$ cat src/svpwm_div.sv
// Pipelined restoring divider, one quotient bit per register stage.
// Carries a valid bit and a sideband word alongside; no package dependencies.
module svpwm_div #(
   parameter int NW = 52,
   parameter int DW = 19,
   parameter int QW = 34,
   parameter int SW = 8
) (
   input  logic          clock,
   input  logic          reset,
   input  logic          in_valid,
   input  logic [NW-1:0] in_num,
   input  logic [DW-1:0] in_den,
   input  logic [SW-1:0] in_side,
   output logic          out_valid,
   output logic [QW-1:0] out_quo,
   output logic [SW-1:0] out_side
);

   localparam int RW = DW + 1;

   logic [RW-1:0] rem_ff  [QW];
   logic [QW-1:0] work_ff [QW];
   logic [DW-1:0] den_ff  [QW];
   logic [SW-1:0] side_ff [QW];
   logic          valid_ff [QW];

   for (genvar g = 0; g < QW; g++) begin : g_stage
      logic [RW-1:0] rem_src;
      logic [QW-1:0] work_src;
      logic [DW-1:0] den_src;
      logic [SW-1:0] side_src;
      logic          valid_src;
      logic [RW-1:0] trial;
      logic          take;
      logic [RW-1:0] rem_in;
      logic [QW-1:0] work_in;

      if (g == 0) begin : g_first
         assign rem_src   = RW'(in_num >> QW);
         assign work_src  = in_num[QW-1:0];
         assign den_src   = in_den;
         assign side_src  = in_side;
         assign valid_src = in_valid;
      end else begin : g_next
         assign rem_src   = rem_ff[g-1];
         assign work_src  = work_ff[g-1];
         assign den_src   = den_ff[g-1];
         assign side_src  = side_ff[g-1];
         assign valid_src = valid_ff[g-1];
      end

      assign trial   = {rem_src[RW-2:0], work_src[QW-1]};
      assign take    = trial >= {1'b0, den_src};
      assign rem_in  = take ? trial - {1'b0, den_src} : trial;
      assign work_in = {work_src[QW-2:0], take};

      always_ff @(posedge clock) begin
         rem_ff[g]   <= rem_in;
         work_ff[g]  <= work_in;
         den_ff[g]   <= den_src;
         side_ff[g]  <= side_src;
         valid_ff[g] <= reset ? 1'b0 : valid_src;
      end
   end

   assign out_valid = valid_ff[QW-1];
   assign out_quo   = work_ff[QW-1];
   assign out_side  = side_ff[QW-1];

endmodule

$ cat config.mk
export PLATFORM = sky130hd
export DESIGN_NAME = svpwm_div
export DESIGN_NICKNAME = d
export VERILOG_FILES = /design/src/svpwm_div.sv
export SDC_FILE = /design/constraint.sdc
export NUM_CORES = 2
export LEC_CHECK = 0
export CAP_MARGIN = 20
export CORE_MARGIN = 2
export CORE_UTILIZATION = 32
export CTS_BUF_LIST = sky130_fd_sc_hd__clkbuf_8
export DETAILED_ROUTE_END_ITERATION = 8
export DONT_BUFFER_PORTS = 1
export HOLD_SLACK_MARGIN = 0.05
export PLACE_DENSITY_LB_ADDON = 0.08
export RECOVER_POWER = 50
export SKIP_LAST_GASP = 1
export SLEW_MARGIN = 20
export SYNTH_ARGS = -nofsm -noshare
export SYNTH_HDL_FRONTEND = slang
export SYNTH_SLANG_ARGS = --single-unit
export TNS_END_PERCENT = 50
$ cat constraint.sdc
create_clock -name clock -period 4.4 [get_ports clock]
set_clock_uncertainty 0.2 [all_clocks]
set_input_delay 0.44 -clock clock [delete_from_list [all_inputs] [get_ports clock]]
set_output_delay 0.44 -clock clock [all_outputs]
set_load 0.03 [all_outputs]
==> results by group <==
CTS
  – Clock Sinks: 2,716
  – Clk slew on worst S/H paths: 0.06 ns
  – Clk Latency, worst-skew pair: 1.05 ns
  – Clk root buf: clkbuf_8
  – TritonCTS clock tree: built
  – Cts bufs inserted: 455
  – Clock tree buffer depth: 4
  – H-tree levels: 5

Synthesis
  – Mean Syn Cell Area: 10.7 um2
  – Yosys warning total: 0
  – Post-synthesis sequential area ratio: 58.7%
  – Yosys top cell by area: dfxtp_1
  – Syn Nets: 9,432
  – Netlist cell types: 78
  – Post-Syn Area: 92,700 um2
  – Post-synth top area share: slightly below 60%
  – Ys async rst share: 0%
  – Ys flop type: dfxtp_1
  – Number of flops mapped to enable cells by yosys: 0
  – Post-Syn Instances: about 8,700
  – Seq cells post-synth: about 2,700
  – Synth top area cells: dfxtp_1, ha_1, o21ai_0, inv_1, a21oi_1

Cells and area
  – Total Nets Final: between 9,000 and 10,000
  – Final Cell Area: 109,000 um2
  – Multi-input gate area: 34,700 um2
  – Fill cells: between 20,000 and 30,000
  – Register area: about 54,000 um2
  – Commonest non-fill, non-tap cell in the layout: dfxtp_1
  – Syn-to-layout area delta: 17.6%
  – Share of cells above drive strength 1: 10.2%
  – Highest-count cells in the layout ignoring fill and taps: dfxtp_1, inv_1, nand2_1, o21ai_0, ha_1

Critical path
  – CP required: 5.08 ns
  – Crit path arrival time: around 5.0 ns
  – Reg2reg start: den_ff[11][2]$_DFF_P_
  – Crit end category: flop
  – Critical Path Start Type: input pin
  – Crit path from: in_den[4]
  – CP Class: input pin to flop
  – Critical Path Fanout Max: 8

Placed design
  – Placed Area: 97,300 um2
  – I/O Buffers: 0
  – HPWL after DPL: 139,000 um
  – GPL Wtd Cong: between 0.8 and 0.9

Run
  – Max Cap Viol: 0

Routing
  – Vias: 58,861
  – DRC: 0
  – Wire per inst: 14.4 um
  – Total wire length: 192,000 um
  – DRT iter0 DRCs: 3,223
  – Post-route ant nets: 0
  – Pre-antenna DRT Iters: 6
  – Number of vias per cell: 4.41

Hold path
  – Hold Crit Class: flop to flop
  – HP Start: work_ff[12][4]$_DFF_P_

Die
  – Number of primary I/O pins: 125
  – DIE AREA: roughly 300,000 um2
  – Initial Utilization: 32.2%
  – Die H: 542 um
  – # rows: 197
  – Core box area: 288,000 um2
  – Chip width: 542 um

Pwr
  – Leakage power: around 0.05 uW
  – Pint: 58,200 uW
  – Comb power frac: 34.7%
  – Switching power: 30,800 uW
  – Switching share of total power: 34.6%
  – Clk pwr share: a little over a quarter
  – PD cells: 817 nW/um2
  – Sequential power share: 39.0%
  – Peak VDD IR: ~280 uV

GRT
  – Number of global-route vias before repair: 58,967
  – First-pass GRT wire length: 308,000 um
  – Total GRT Usage: 12.8%
  – Initial antenna violation count: 9
  – Pin count of the biggest net entering global routing: 40
  – Gr ovfl total: 0

Timing
  – Slew Viols, Final: 0
  – Final period utilization: 98.0%
  – Fmax: 0.232 GHz
  – Final setup violation count: 0
  – Hold slack: between 0.08 and 0.09 ns
  – TNS Setup: 0 ns
  – Hold Fails Final Rpt: 0
  – Worst-margin pin slew: 0.960 ns
  – Rel. slew slack: 36.0%
  – Min Tclk post-route: 4.31 ns

Run status
  – Status: finished clean
[registers in the layout, summed over array words and instances (netlist names)]
name      cells
work_ff    1156
den_ff      627
rem_ff      627
side_ff     272
valid_ff     34
[metal layers]
metal	routed length, um	vias to the layer above	GRT usage, %
li1	-	30448	-
met1	87700	27009	16.1
met2	90300	996	21.8
met3	8320	408	2.30
met4	5670	0	4.72
met5	0	-	0
[power groups by stage]
stage               Sequential, uW  Combinational, uW  Clock [uW]
finish                       34800              30900       23400
CTS                          35100              31000       24600
detailed placement           35500              30600           0
global placement             35600              30600           0
global route                 35500              35100       25700
floorplan                    33800              24300           0
[area by class of cell]
class	instances	share of cell area, %
Antenna cell	3	0.00689
Inverter	847	2.92
Tap cell	3781	4.34
Timing Repair Buffer	219	1.95
Clock inverter	236	1.70
Clock buffer	586	7.40
Sequential cell	2716	49.9
Multi-Input combinational cell	4958	31.8
[Yosys cell counts (48+ instances only)]
cell type,instances
mux2_2,155
o21a_1,60
inv_1,845
ha_1,646
o31ai_1,54
xor2_1,232
nand2_1,661
clkbuf_1,136
nor2b_1,140
nand2b_1,88
a21o_1,223
o21ai_0,659
xnor2_1,246
a21oi_1,539
nor2_1,361
dfxtp_1,2716
a31oi_1,55
and3_1,48
nand4_1,60
nor3_1,79
nand3_1,126
[kinds of logic after synthesis]
kind of cell               after synthesis  share of synthesized area (%)
DFF                                   2716                           58.7
buffers and inverters                  999                           4.06
and+or+nand+nor                       1682                           8.41
AOI/OAI and AO/OA                     1938                           12.8
muxes                                  179                           2.14
adders and majority gates              679                           9.43
xor gates and xnor gates               478                           4.52
[metrics by stage]
stage | setup slack, ns | power, uW | cells | utilization, %
after floorplan | 1.04 | 58000 | 8671 | -
after global placement | 0.646 | 66200 | 12343 | 33.8
after detailed placement | 0.545 | 66200 | 12343 | 33.8
after CTS | 0.0274 | 90800 | 13339 | 37.8
after global routing | -0.00501 | 96400 | 13344 | 37.8
final | 0.0886 | 89100 | 13346 | 37.8
[final timing paths]
check / end / slack [ns] / cells after the start
setup / recovery: rem_ff[0][18]$_DFF_P_ / 0.09 / 16
hold / removal: work_ff[13][5]$_DFF_P_ / 0.08 / 0
setup reg to reg: rem_ff[12][11]$_DFF_P_ / 0.46 / 12
hold reg to reg: work_ff[13][5]$_DFF_P_ / 0.08 / 0
[worst max-delay path, stage by stage]
cell and delay (ns):
dlygate4sd3_1 0.54, dlygate4sd3_1 0.60, inv_1 0.06, ha_1 0.35
a21oi_1 0.18, nor2b_1 0.07, a41o_1 0.24, o211ai_1 0.26
a21o_1 0.18, and2_1 0.18, o311ai_2 0.21, a31o_4 0.38
nor2_1 0.12, dlygate4sd3_1 0.57, a21oi_1 0.05, dlygate4sd3_1 0.58
[repair_timing]
item / CTS / global route
setup buffers: 0 / 2
gates resized for setup: 0 / 3
endpoints found under the setup margin: 0 / 10
hold endpoints to repair: 114 / 0
hold buffers: 174 / 0
No activity file was read; power rests on OpenSTA's default activity.
